**src/rtl/core/bem_pkg.sv**
```systemverilog
`timescale 1ns / 1ps
// Shared constants, types and element compare functions for the broadcast max block.
package bem_pkg;

   localparam int RANK       = 7;
   localparam int X_DEPTH    = 1024;
   localparam int Y_DEPTH    = 1024;
   localparam int ELEM_WIDTH = 64;

   localparam int MAX_DEPTH = (X_DEPTH > Y_DEPTH) ? X_DEPTH : Y_DEPTH;
   localparam int IDX_W     = $clog2(MAX_DEPTH + 1);
   localparam int PROD_W    = IDX_W + 8;
   localparam int SUM_W     = IDX_W + 9;
   localparam int X_AW      = (X_DEPTH > 1) ? $clog2(X_DEPTH) : 1;
   localparam int Y_AW      = (Y_DEPTH > 1) ? $clog2(Y_DEPTH) : 1;
   localparam int DIM_W     = (RANK > 1) ? $clog2(RANK) : 1;

   localparam int REQ_TYPE_W = 2;
   localparam int INDEX_W    = 10;
   localparam int VALUE_W    = 64;
   localparam int STATUS_W   = 2;
   localparam int SHAPE_W    = 56;
   localparam int KIND_W     = 3;
   localparam int CSR_ADDR_W = 5;
   localparam int CSR_DATA_W = 64;
   localparam int EXT_INDEX_W = 17;

   localparam logic [SHAPE_W-1:0] SHAPE_RESET = 56'h01_0101_0101_0101;

   typedef enum logic [REQ_TYPE_W-1:0] {
      REQ_WRITE_X = 2'd0,
      REQ_WRITE_Y = 2'd1,
      REQ_EMIT    = 2'd2
   } req_code_type;

   typedef enum logic [STATUS_W-1:0] {
      STATUS_OK       = 2'd0,
      STATUS_ZERO_DIM = 2'd1,
      STATUS_RANGE    = 2'd2
   } status_type;

   typedef enum logic [KIND_W-1:0] {
      KIND_BOOL   = 3'd0,
      KIND_INT8   = 3'd1,
      KIND_UINT8  = 3'd2,
      KIND_INT16  = 3'd3,
      KIND_INT32  = 3'd4,
      KIND_INT64  = 3'd5,
      KIND_UINT32 = 3'd6,
      KIND_UINT64 = 3'd7
   } kind_type;

   typedef enum logic [1:0] {
      REG_X_SHAPE   = 2'd0,
      REG_Y_SHAPE   = 2'd1,
      REG_OUT_SHAPE = 2'd2,
      REG_ELEM_KIND = 2'd3
   } reg_code_type;

   typedef enum logic [1:0] {
      ST_IDLE,
      ST_INDEX,
      ST_READ,
      ST_RESULT
   } state_type;

   typedef struct packed {
      logic [SHAPE_W-1:0] x_shape;
      logic [SHAPE_W-1:0] y_shape;
      logic [SHAPE_W-1:0] out_shape;
      kind_type           elem_kind;
   } cfg_type;

   // Flat index accumulator; big means the scaled stride reached the store depth.
   typedef struct packed {
      logic [IDX_W-1:0] idx;
      logic [IDX_W-1:0] stride;
      logic             big;
      logic             ovf;
   } acc_type;

   function automatic logic [VALUE_W-1:0] kind_mask(kind_type kind);
      logic [VALUE_W-1:0] mask;
      case (kind) inside
         KIND_BOOL, KIND_INT8, KIND_UINT8: mask = 64'h0000_0000_0000_00FF;
         KIND_INT16:                       mask = 64'h0000_0000_0000_FFFF;
         KIND_INT32, KIND_UINT32:          mask = 64'h0000_0000_FFFF_FFFF;
         default:                          mask = 64'hFFFF_FFFF_FFFF_FFFF;
      endcase
      return mask;
   endfunction

   function automatic logic [VALUE_W-1:0] kind_sign(kind_type kind);
      logic [VALUE_W-1:0] sign;
      case (kind)
         KIND_INT8:  sign = 64'h0000_0000_0000_0080;
         KIND_INT16: sign = 64'h0000_0000_0000_8000;
         KIND_INT32: sign = 64'h0000_0000_8000_0000;
         KIND_INT64: sign = 64'h8000_0000_0000_0000;
         default:    sign = 64'h0;
      endcase
      return sign;
   endfunction

   function automatic logic [VALUE_W-1:0] larger(kind_type kind, logic [VALUE_W-1:0] a,
                                                 logic [VALUE_W-1:0] b);
      logic [VALUE_W-1:0] am;
      logic [VALUE_W-1:0] bm;
      logic [VALUE_W-1:0] sign;
      logic [VALUE_W-1:0] result;
      am   = a & kind_mask(kind);
      bm   = b & kind_mask(kind);
      sign = kind_sign(kind);
      if (kind == KIND_BOOL) begin
         result = ((a[7:0] != 8'd0) || (b[7:0] != 8'd0)) ? 64'd1 : 64'd0;
      end else begin
         result = ((am ^ sign) >= (bm ^ sign)) ? am : bm;
      end
      return result;
   endfunction

endpackage

```
**src/rtl/core/bem_csr.sv**
```systemverilog
`timescale 1ns / 1ps
// APB-style configuration registers: shapes and element kind.
module bem_csr (
   input  logic                               clock,
   input  logic                               reset,
   input  logic                               csr_psel,
   input  logic                               csr_penable,
   input  logic                               csr_pwrite,
   input  logic [bem_pkg::CSR_ADDR_W-1:0]     csr_paddr,
   input  logic [bem_pkg::CSR_DATA_W-1:0]     csr_pwdata,
   output logic [bem_pkg::CSR_DATA_W-1:0]     csr_prdata,
   output logic                               csr_pready,
   output bem_pkg::cfg_type                   cfg,
   output logic                               coord_clear
);

   logic [bem_pkg::SHAPE_W-1:0] x_shape_ff, x_shape_in;
   logic [bem_pkg::SHAPE_W-1:0] y_shape_ff, y_shape_in;
   logic [bem_pkg::SHAPE_W-1:0] out_shape_ff, out_shape_in;
   bem_pkg::kind_type           elem_kind_ff, elem_kind_in;
   bem_pkg::reg_code_type       reg_sel;
   logic                        wr_strobe;

   assign reg_sel    = bem_pkg::reg_code_type'(csr_paddr[4:3]);
   assign wr_strobe  = csr_psel && csr_penable && csr_pwrite && csr_pready;
   assign csr_pready = 1'b1;

   always_comb begin
      x_shape_in   = x_shape_ff;
      y_shape_in   = y_shape_ff;
      out_shape_in = out_shape_ff;
      elem_kind_in = elem_kind_ff;
      coord_clear  = 1'b0;
      if (wr_strobe) begin
         unique case (reg_sel)
            bem_pkg::REG_X_SHAPE: begin
               x_shape_in  = csr_pwdata[bem_pkg::SHAPE_W-1:0];
               coord_clear = 1'b1;
            end
            bem_pkg::REG_Y_SHAPE: begin
               y_shape_in  = csr_pwdata[bem_pkg::SHAPE_W-1:0];
               coord_clear = 1'b1;
            end
            bem_pkg::REG_OUT_SHAPE: begin
               out_shape_in = csr_pwdata[bem_pkg::SHAPE_W-1:0];
               coord_clear  = 1'b1;
            end
            bem_pkg::REG_ELEM_KIND: begin
               elem_kind_in = bem_pkg::kind_type'(csr_pwdata[bem_pkg::KIND_W-1:0]);
            end
            default: begin
            end
         endcase
      end
   end

   always_ff @(posedge clock) begin
      if (reset) begin
         x_shape_ff   <= bem_pkg::SHAPE_RESET;
         y_shape_ff   <= bem_pkg::SHAPE_RESET;
         out_shape_ff <= bem_pkg::SHAPE_RESET;
         elem_kind_ff <= bem_pkg::KIND_BOOL;
      end else begin
         x_shape_ff   <= x_shape_in;
         y_shape_ff   <= y_shape_in;
         out_shape_ff <= out_shape_in;
         elem_kind_ff <= elem_kind_in;
      end
   end

   always_comb begin
      unique case (reg_sel)
         bem_pkg::REG_X_SHAPE:   csr_prdata = (bem_pkg::CSR_DATA_W)'(x_shape_ff);
         bem_pkg::REG_Y_SHAPE:   csr_prdata = (bem_pkg::CSR_DATA_W)'(y_shape_ff);
         bem_pkg::REG_OUT_SHAPE: csr_prdata = (bem_pkg::CSR_DATA_W)'(out_shape_ff);
         bem_pkg::REG_ELEM_KIND: csr_prdata = (bem_pkg::CSR_DATA_W)'(elem_kind_ff);
         default:                csr_prdata = '0;
      endcase
   end

   assign cfg.x_shape   = x_shape_ff;
   assign cfg.y_shape   = y_shape_ff;
   assign cfg.out_shape = out_shape_ff;
   assign cfg.elem_kind = elem_kind_ff;

endmodule

```
**config.mk**
```make
export PLATFORM = sky130hd
export DESIGN_NAME = bem_csr
export DESIGN_NICKNAME = d
export VERILOG_FILES = /design/src/rtl/core/bem_pkg.sv /design/src/rtl/core/bem_csr.sv
export SDC_FILE = /design/constraint.sdc
export NUM_CORES = 1
export LEC_CHECK = 0
export BUFFER_PORTS_ARGS = -buffer_cell sky130_fd_sc_hd__buf_2
export CAP_MARGIN = 20
export CORE_MARGIN = 3
export CORE_UTILIZATION = 35
export CTS_CLUSTER_DIAMETER = 50
export DETAILED_ROUTE_END_ITERATION = 16
export GPL_TIMING_DRIVEN = 0
export PLACE_DENSITY = 0.67
export SLEW_MARGIN = 20
export SYNTH_ARGS = -nofsm -noshare
export SYNTH_HDL_FRONTEND = slang
export SYNTH_SLANG_ARGS = --single-unit
```
**constraint.sdc**
```tcl
create_clock -name clock -period 1.3 [get_ports clock]
set_input_delay 0.13 -clock clock [delete_from_list [all_inputs] [get_ports clock]]
set_output_delay 0.13 -clock clock [all_outputs]
set_load 0.005 [all_outputs]
```
==> out/metrics.cfg, run 1 <==
[status]
status = finished, violations left
violations = negative setup slack

[detailed_routing]
drt_iter0_drc = 290
wire_per_inst_um = 19.6
firstDrtPassIters = 5
totalWireLength_um = 28800
ant_nets = 0
drc = 0
vias = 7169
viasPerCell = 4.88

[final_layout]
area_delta_synth_final_pct = 37.2
fin_area_um2 = 11100
drive_gt1_frac = 0.443
area.sequential_um2 = 3570
multiInputGateArea_um2 = 4240
antenna_cells = 0
finalNonFillerCells = 1469
final_nets = 1245
nFillCells = 2155

[place]
dpl_cell_area_um2 = 9910
hpwl_um = 20400
port_buffers = 287
dp_cells = 1396
place.gp.congestion = 0.782

[timing]
fin_hold_ws_ns = 0.0138
tightest_slew_ns = 0.720
hold_violations = 0
finalCriticalPeriod_ns = 1.50
worst_slack_ns = -0.200
post-route-period-util = 1.15
fin_skew_ns = 0
slew_headroom = 0.520
tns_ns = -0.541
clock.fmax_ghz = 0.667
rsz0062_at_grt = yes
report.final.slew_viol_count = 0
finalSetupViolCount = 3

[pwr]
p_comb_frac = 0.096
ir_drop_uv = 594
total_power_uw = 11700
p_per_area_nw_per_um2 = 1060
netSwitchingFraction = 0.261
sequentialPowerShare = 0.458
p_switching_uw = 3060
clkPwrFrac = 0.446
p_leak_uw = 0.00569
internal_power_uw = 8660

[job]
maxCapViolations = 0

[setup_path]
crit_fanout = 2
criticalPathCategory = reg -> out
arrival_ns = 1.37
r2r-end = y_shape_ff[0]$_SDFFE_PP1P_
endpoint_kind = primary output
required_ns = 1.17
r2r_slack_ns = 0.52
r2r_cells = 3
worstReg2RegStart = y_shape_ff[0]$_SDFFE_PP1P_
crit_path_start_kind = flip-flop

[grt]
grt_start_max_net_pins = 18
grt_use_total = 0.222
globalRouteOverflowTotal = 0
grt_pass1_vias = 6918
antenna_found_initial = 0
grt_pass1_wl_um = 41900

[clocking]
clk-insertion-delay-late_ns = 0.42
cts_tree = yes
path_clk_slew_ns = 0.07
cts_made_buffers = 17
cts_sinks = 171
h-tree-depth = 4
root_buffer = clkbuf_16
cts_max_path_buffers = 2

[floorplan]
die_h_um = 158
die_w_um = 158
die_area_um2 = 25000
core_um2 = 22700
io_pins = 311
row_count = 55
start_util = 0.356

[synthesis]
synth_top_family_by_area = multiplexers
synth_xor_area_frac = 0
seq_area_frac_synth = 0.423
synth_seq_cells = 171
synth_top_area_frac = 0.423
yosys.area_share.simple = 0.201
syn_avg_cell_area_um2 = 9.91
postSynthCellCount = 817
synth_cell_types = 23
synth_compound_area_frac = 0.0334
yosys.area.top_type = dfxtp_1
yosysWarnings = 0
synth_area_um2 = 8090
muxShareOfSynthArea = 0.285
synthAdderAreaFrac = 0
yosys-top-cells-area = dfxtp_1, mux2i_1, nand2b_1

[min_path]
min_from = csr_pwdata[32]
whs_endpoint = out_shape_ff[32]$_SDFFE_PP1P_
worstHoldPathCells = 3
min_path_type = in -> reg

-- critical path, stage by stage, from the launching register on --
cell and delay (ns):
dfxtp_2 0.33, mux4_2 0.47, buf_2 0.14
-- layout by cell type, fill, tap and decap left out, types with 4 or more instances in the layout --
cell and n:
buf_2 291, mux2i_1 223, nand2b_1 200, dfxtp_2 115, dfxtp_1 56, nand2_1 53, buf_4 52, o21ai_1 45
nor2_1 28, clkbuf_1 22, clkbuf_16 17, buf_6 11, conb_1 9, o21ai_0 8, dlygate4sd3_1 8, buf_8 7
inv_6 6, clkbuf_2 5, clkbuf_8 4, inv_8 4
-- per-layer routing --
metal | GRT usage | vias to the layer above | wire [µm]
li1 | - | 3421 | -
met1 | 0.295 | 3474 | 13000
met2 | 0.372 | 251 | 13800
met3 | 0.0457 | 23 | 1670
met4 | 0.0561 | 0 | 431
met5 | 0 | - | 0
-- final cells by class --
class	count	share of cell area
flip-flops and latches	171	0.321
plain buffers	73	0.0517
clock buffers	19	0.0408
multi-input cells	580	0.382
well taps	285	0.0321
clock inverters	13	0.0128
repair buffers	328	0.159
-- cell families (layout without fill, tap and decap cells) --
| group | after synthesis | in the layout |
|---|---|---|
| multiplexers | 227 | 227 |
| AND/OR/NAND/NOR | 290 | 290 |
| AO/OA/AOI/OAI | 54 | 54 |
| buffers and inverters | 73 | 433 |
| other | 2 | 9 |
| flip-flops | 171 | 171 |
-- power by group through the flow --
stage / Clock [µW] / Combinational (µW) / Sequential [µW]
6_report: 5230 / 1120 / 5370
5_1_grt: 5560 / 1210 / 5370
4_1_cts: 5310 / 1100 / 5360
3_5_place_dp: 0 / 1040 / 5480
3_3_place_gp: 0 / 1030 / 5480
2_1_floorplan: 0 / 567 / 5480
-- what timing repair did --
item	4_1_cts	5_1_grt
hold buffers	8	0
gates cloned	0	0
pin swaps	2	5
setup endpoints to repair	56	59
hold endpoints to repair	15	0
setup buffers	13	20
resized for setup	93	109
-- sequential cells by signal (all words and copies together), names as in the netlist --
register and count:
out_shape_ff 56, elem_kind_ff 3, y_shape_ff 56, x_shape_ff 56
-- metrics by stage --
step,utilization,setup WS [ns]
2_1_floorplan,-,0.181
3_3_place_gp,0.436,-0.575
3_5_place_dp,0.436,-0.586
4_1_cts,0.478,-0.199
5_1_grt,0.489,-0.217
6_report,0.489,-0.200
-- worst max-delay path by stage --
stage                                             from                             to  slack (ns)  cells after the start
after CTS                 elem_kind_ff[0]$_SDFFE_PP0P_                  csr_prdata[0]       -0.20                      2
after global routing      elem_kind_ff[0]$_SDFFE_PP0P_                  csr_prdata[0]       -0.22                      2
after detailed placement                  csr_paddr[4]                 csr_prdata[35]       -0.59                      7
after floorplan                           csr_paddr[4]  out_shape_ff[15]$_SDFFE_PP0P_        0.18                      7
final                     elem_kind_ff[0]$_SDFFE_PP0P_                  csr_prdata[0]       -0.20                      2
after global placement                    csr_paddr[4]                 csr_prdata[35]       -0.57                      7
-- synth_stat cells (all sizes together) --
library cell,instances
nand2,54
a21oi,1
nand3,2
nand3b,1
nor2b,1
or3,1
nor2,28
dfxtp,171
o21ai,53
nor3b,1
buf,40
and3,1
mux2i,224
mux4,3
clkbuf,33
nand2b,200
nor3,1
conb,2
Power figures use the tool's default switching activity.
==> run 2, diff against run 1 <==
Settings changed: CORE_ASPECT_RATIO from default to 0.7, CTS_BUF_LIST from default to sky130_fd_sc_hd__clkbuf_8 sky130_fd_sc_hd__clkbuf_16, REMOVE_ABC_BUFFERS from default to 1.
==> run 2 against run 1 <==
Against the previous run:
- the flow still finishes with violations (negative setup slack)
- die area is 0.11% higher
- critical endpoint unchanged
- register-to-register slack improved by 0.05 ns
- core utilization increased by 1.3 points
- worst setup slack gained 0.013 ns
- clock power is 0.8% higher
- global-route usage decreased by 2.6 points
- largest power group unchanged
==> out/metrics.cfg, run 2 (synthesized netlist as in run 1, its figures left out) <==
[status]
status = finished, violations left
violations = negative setup slack

[timing]
fin_skew_ns = 0
slew_headroom = 0.425
rsz0062_at_grt = yes
tightest_slew_ns = 0.863
clock.fmax_ghz = 0.673
post-route-period-util = 1.14
worst_slack_ns = -0.187
tns_ns = -0.512
finalSetupViolCount = 3
finalCriticalPeriod_ns = 1.49
hold_violations = 0
report.final.slew_viol_count = 0

[min_path]
min_path_type = in -> reg
min_from = csr_pwdata[10]
worstHoldPathCells = 3
whs_endpoint = out_shape_ff[10]$_SDFFE_PP0P_

[clocking]
clk-insertion-delay-late_ns = 0.42
cts_sinks = 171
h-tree-depth = 4
cts_max_path_buffers = 2
path_clk_slew_ns = 0.08
cts_made_buffers = 17
cts_tree = yes
root_buffer = clkbuf_16

[place]
place.gp.congestion = 0.726
hpwl_um = 16200
port_buffers = 290
dp_cells = 1362

[detailed_routing]
vias = 6837
drc = 0
viasPerCell = 4.72
drt_iter0_drc = 251
totalWireLength_um = 25300
wire_per_inst_um = 17.5
ant_nets = 0
firstDrtPassIters = 4

[setup_path]
criticalPathCategory = reg -> out
crit_fanout = 2
endpoint_kind = primary output
arrival_ns = 1.36
required_ns = 1.17
worstReg2RegStart = out_shape_ff[2]$_SDFFE_PP0P_
r2r_slack_ns = 0.57
r2r_cells = 3
crit_path_start_kind = flip-flop
r2r-end = out_shape_ff[2]$_SDFFE_PP0P_

[final_layout]
area_delta_synth_final_pct = 37.6
final_nets = 1204
reg.largest.list = out_shape_ff x56, x_shape_ff x56, y_shape_ff x56
final_common_cell = buf_2
finalNonFillerCells = 1448
antenna_cells = 0
drive_gt1_frac = 0.434
layout_common_cells = buf_2, mux2i_1, nand2b_1

[grt]
grt_use_met3 = 0.0605
grt_use_total = 0.196
grt_pass1_vias = 6786
top_usage_layer = met2
grt_pass1_wl_um = 39000
globalRouteOverflowTotal = 0
met1_usage = 0.265
antenna_found_initial = 4
use_met2 = 0.310
grt_start_max_net_pins = 117

[floorplan]
io_pins = 311
die_area_um2 = 25000
row_count = 45
die_h_um = 133
start_util = 0.365
die_w_um = 188
core_um2 = 22200

[pwr]
p_per_area_nw_per_um2 = 1050
total_power_uw = 11700
ir_drop_uv = 849
p_leak_uw = 0.00568

[job]
maxCapViolations = 0

## run 2: cell types whose count changed in the layout (fill, tap and decap cells not counted), sizes merged
cell / delta
inv: -3
bufbuf: +3
bufinv: +1
clkbuf: -31
buf: -21
clkinv: +3
dlygate4sd3: +7
## run 2: what timing repair did
item / CTS / global route
cloned: 5 / 0
setup endpoints to repair: 200 / 83
buffers inserted: 14 / 22
gates resized for setup: 77 / 96
hold endpoints to repair: 36 / 0
hold buffers: 15 / 0
pin swaps: 3 / 6
## run 2: critical path, stage by stage (launching register included)
cell and delay [ns]:
dfxtp_2 0.33, mux4_2 0.47, buf_2 0.14
## run 2: worst max path at each step
stage / startpoint / end / slack [ns] / cells past startpoint
global route: elem_kind_ff[0]$_SDFFE_PP0P_ / csr_prdata[0] / -0.24 / 2
detailed placement: csr_paddr[4] / out_shape_ff[53]$_SDFFE_PP0P_ / -1.29 / 6
CTS: elem_kind_ff[0]$_SDFFE_PP0P_ / csr_prdata[0] / -0.22 / 2
finish: elem_kind_ff[0]$_SDFFE_PP0P_ / csr_prdata[0] / -0.19 / 2
global placement: csr_paddr[3] / x_shape_ff[23]$_SDFFE_PP0P_ / -7.15 / 3
floorplan: csr_pwrite / x_shape_ff[0]$_SDFFE_PP1P_ / -3.67 / 3
## run 2: metal layers
metal | wire [µm] | up-vias | share of wire
met3 | 1700 | 15 | 0.067
met2 | 11400 | 228 | 0.45
met1 | 12000 | 3248 | 0.48
li1 | - | 3340 | -
met4 | 129 | 6 | 0.0051
met5 | 36 | - | 0.0014
## run 2: report_power, final
group          internal, µW  leakage (µW)  switching (µW)  total (µW)
logic                   543       0.00396             526        1070
registers              5310       0.00143            56.1        5370
clock network          2940      0.000294            2330        5270
## run 2: area by class of cell
class,instances,area [µm²]
clock buffers,18,439
well taps,305,382
multi-input cells,580,4290
flip-flops and latches,171,3560
repair buffers,360,2310
clock inverters,14,161
fillers,2069,11000
## run 2: metrics by stage
| step | worst slack, ns | hold slack [ns] | instance area (µm²) | util |
|---|---|---|---|---|
| 2_1_floorplan | -3.67 | 0.281 | 7660 | - |
| 3_3_place_gp | -7.15 | 0.406 | 9500 | 0.428 |
| 3_5_place_dp | -1.29 | 0.409 | 9750 | 0.439 |
| 4_1_cts | -0.221 | 0.00106 | 10900 | 0.491 |
| 5_1_grt | -0.245 | 0.0132 | 11100 | 0.502 |
| 6_report | -0.187 | 0.0158 | 11100 | 0.502 |
==> run 3, diff against run 2 <==
Settings changed: SETUP_SLACK_MARGIN from default to 0.05.
Clock period 1.3 ns to 1.57 ns, I/O delays scaled along.
==> run 3 against run 2 <==
Against the previous run:
- the run now ends clean
- first-iteration DRC count rose by 5.2%
- global-route usage fell by 0.87 points
- clock power fell by 17%
- sequential share of layout area rose by 0.37 points
- critical path depth did not move
- sequential power fell by 17%
- count of clock-buffer cells in the layout did not move
- routed wire length fell by 3.9%
- non-clock buffer count fell by 40
- worst setup slack improved by 0.24 ns
- clock skew did not move
- largest cell class unchanged
- highest routed layer unchanged
==> out/metrics.cfg, run 3 (synthesized netlist as in run 1, its figures left out) <==
[timing]
finalCriticalPeriod_ns = 1.52
fin_skew_ns = 0
tightest_slew_ns = 0.954
slew_headroom = 0.363
finalSetupViolCount = 0
hold_violations = 0
report.final.slew_viol_count = 0
rsz0062_at_grt = yes
post-route-period-util = 0.966
clock.fmax_ghz = 0.659

[setup_path]
critPathSlowestCell = mux4_2
arrival_ns = 1.36
crit_path_start_kind = flip-flop
worstReg2RegStart = elem_kind_ff[2]$_SDFFE_PP0P_
r2r-end = elem_kind_ff[2]$_SDFFE_PP0P_
criticalPathCategory = reg -> out
max_stage_delay_ns = 0.47
required_ns = 1.41
path_buf_inv = 1
endpoint_kind = primary output
crit_chain = mux4_2, buf_2
r2r_cells = 3
crit_fanout = 2
cpLargestDelayFamily = multiplexers
r2r_slack_ns = 0.86

[final_layout]
final_common_cell = buf_2
layout_common_cells = buf_2, mux2i_1, nand2b_1
fin_area_um2 = 10600
reg.largest.list = out_shape_ff x56, x_shape_ff x56, y_shape_ff x56
nFillCells = 2103
area.sequential_um2 = 3430
multiInputGateArea_um2 = 4270
drive_gt1_frac = 0.328
area_delta_synth_final_pct = 31.1
final_nets = 1164
antenna_cells = 0

[pwr]
sequentialPowerShare = 0.462
internal_power_uw = 7230
ir_drop_uv = 696
p_comb_frac = 0.084
total_power_uw = 9610
p_per_area_nw_per_um2 = 905
p_leak_uw = 0.00541
netSwitchingFraction = 0.248
clkPwrFrac = 0.454
p_switching_uw = 2380

[clocking]
root_buffer = clkbuf_16
path_clk_slew_ns = 0.08
cts_max_path_buffers = 2
clk-insertion-delay-late_ns = 0.42
cts_sinks = 171
cts_tree = yes
h-tree-depth = 4
cts_made_buffers = 17

[detailed_routing]
viasPerCell = 4.72
ant_nets = 0
wire_per_inst_um = 17.2
drc = 0
firstDrtPassIters = 4
vias = 6645
totalWireLength_um = 24300
drt_iter0_drc = 264

[min_path]
worstHoldPathCells = 3
min_from = csr_pwdata[8]
min_path_type = in -> reg
whs_endpoint = y_shape_ff[8]$_SDFFE_PP1P_

[floorplan]
io_pins = 311
die_w_um = 188
die_h_um = 133
core_um2 = 22200
row_count = 45
die_area_um2 = 25000
start_util = 0.365

[grt]
grt_start_max_net_pins = 117
grt_pass1_wl_um = 37700
grt_use_total = 0.187
grt_pass1_vias = 6663
globalRouteOverflowTotal = 0
antenna_found_initial = 3

[place]
hpwl_um = 16200
dpl_cell_area_um2 = 9750
place.gp.congestion = 0.726
port_buffers = 290

[status]
status = finished, final reports clean

[job]
maxCapViolations = 0

-- run 3: layout make-up --
class / instances / share of cell area
multi-input combinational: 580 / 0.403
sequential: 171 / 0.323
timing repair buffer: 320 / 0.181
clock inverter: 14 / 0.0152
tap: 305 / 0.0360
clock buffer: 18 / 0.0414
-- run 3: metal layers --
metal / vias up / part of all wire / global-route usage
li1: 3255 / - / -
met1: 3156 / 0.48 / 0.256
met2: 214 / 0.45 / 0.292
met3: 14 / 0.068 / 0.0592
met4: 6 / 0.0051 / 0.0396
met5: - / 0.0015 / 0
-- run 3: per-stage QoR --
stage / util / cells / worst slack [ns] / setup TNS, ns / hold WS, ns
5_1_grt: 0.478 / 1408 / -0.00100 / -0.00100 / 0.0156
2_1_floorplan: - / 751 / -3.43 / -352.82 / 0.308
4_1_cts: 0.475 / 1406 / 0.0219 / 0 / 0.00151
3_3_place_gp: 0.428 / 1346 / -6.91 / -1078.27 / 0.433
6_report: 0.478 / 1408 / 0.0534 / 0 / 0.0251
3_5_place_dp: 0.439 / 1362 / -1.05 / -130.00 / 0.436
-- run 3: worst max path at each step --
stage,slack (ns),depth (start not counted),startpoint,endpoint
5_1_grt,-0.001,2,elem_kind_ff[0]$_SDFFE_PP0P_,csr_prdata[0]
4_1_cts,0.02,2,elem_kind_ff[0]$_SDFFE_PP0P_,csr_prdata[0]
6_report,0.05,2,elem_kind_ff[0]$_SDFFE_PP0P_,csr_prdata[0]
2_1_floorplan,-3.43,3,csr_pwrite,x_shape_ff[0]$_SDFFE_PP1P_
3_5_place_dp,-1.05,6,csr_paddr[4],out_shape_ff[53]$_SDFFE_PP0P_
3_3_place_gp,-6.91,3,csr_paddr[3],x_shape_ff[23]$_SDFFE_PP0P_
-- run 3: power groups by stage --
stage               registers, µW  clock network [µW]  logic (µW)
CTS                          4440                4470         793
detailed placement           4540                   0         733
floorplan                    4530                   0         332
finish                       4440                4360         809
global route                 4450                4640         877
global placement             4540                   0         725
-- run 3: timing repair --
action	4_1_cts	5_1_grt
gates resized for setup	11	10
buffers inserted	6	1
gates cloned	2	2
hold buffers	4	0
endpoints found under the setup margin	175	30
endpoints found under the hold margin	5	0
pin swaps	1	0
-- run 3: worst min-delay path, delay by kind of cell --
kind / cells / cell delay, ns
buf+inv: 1 / 0.07
simple gates: 1 / 0.06
mux: 1 / 0.11
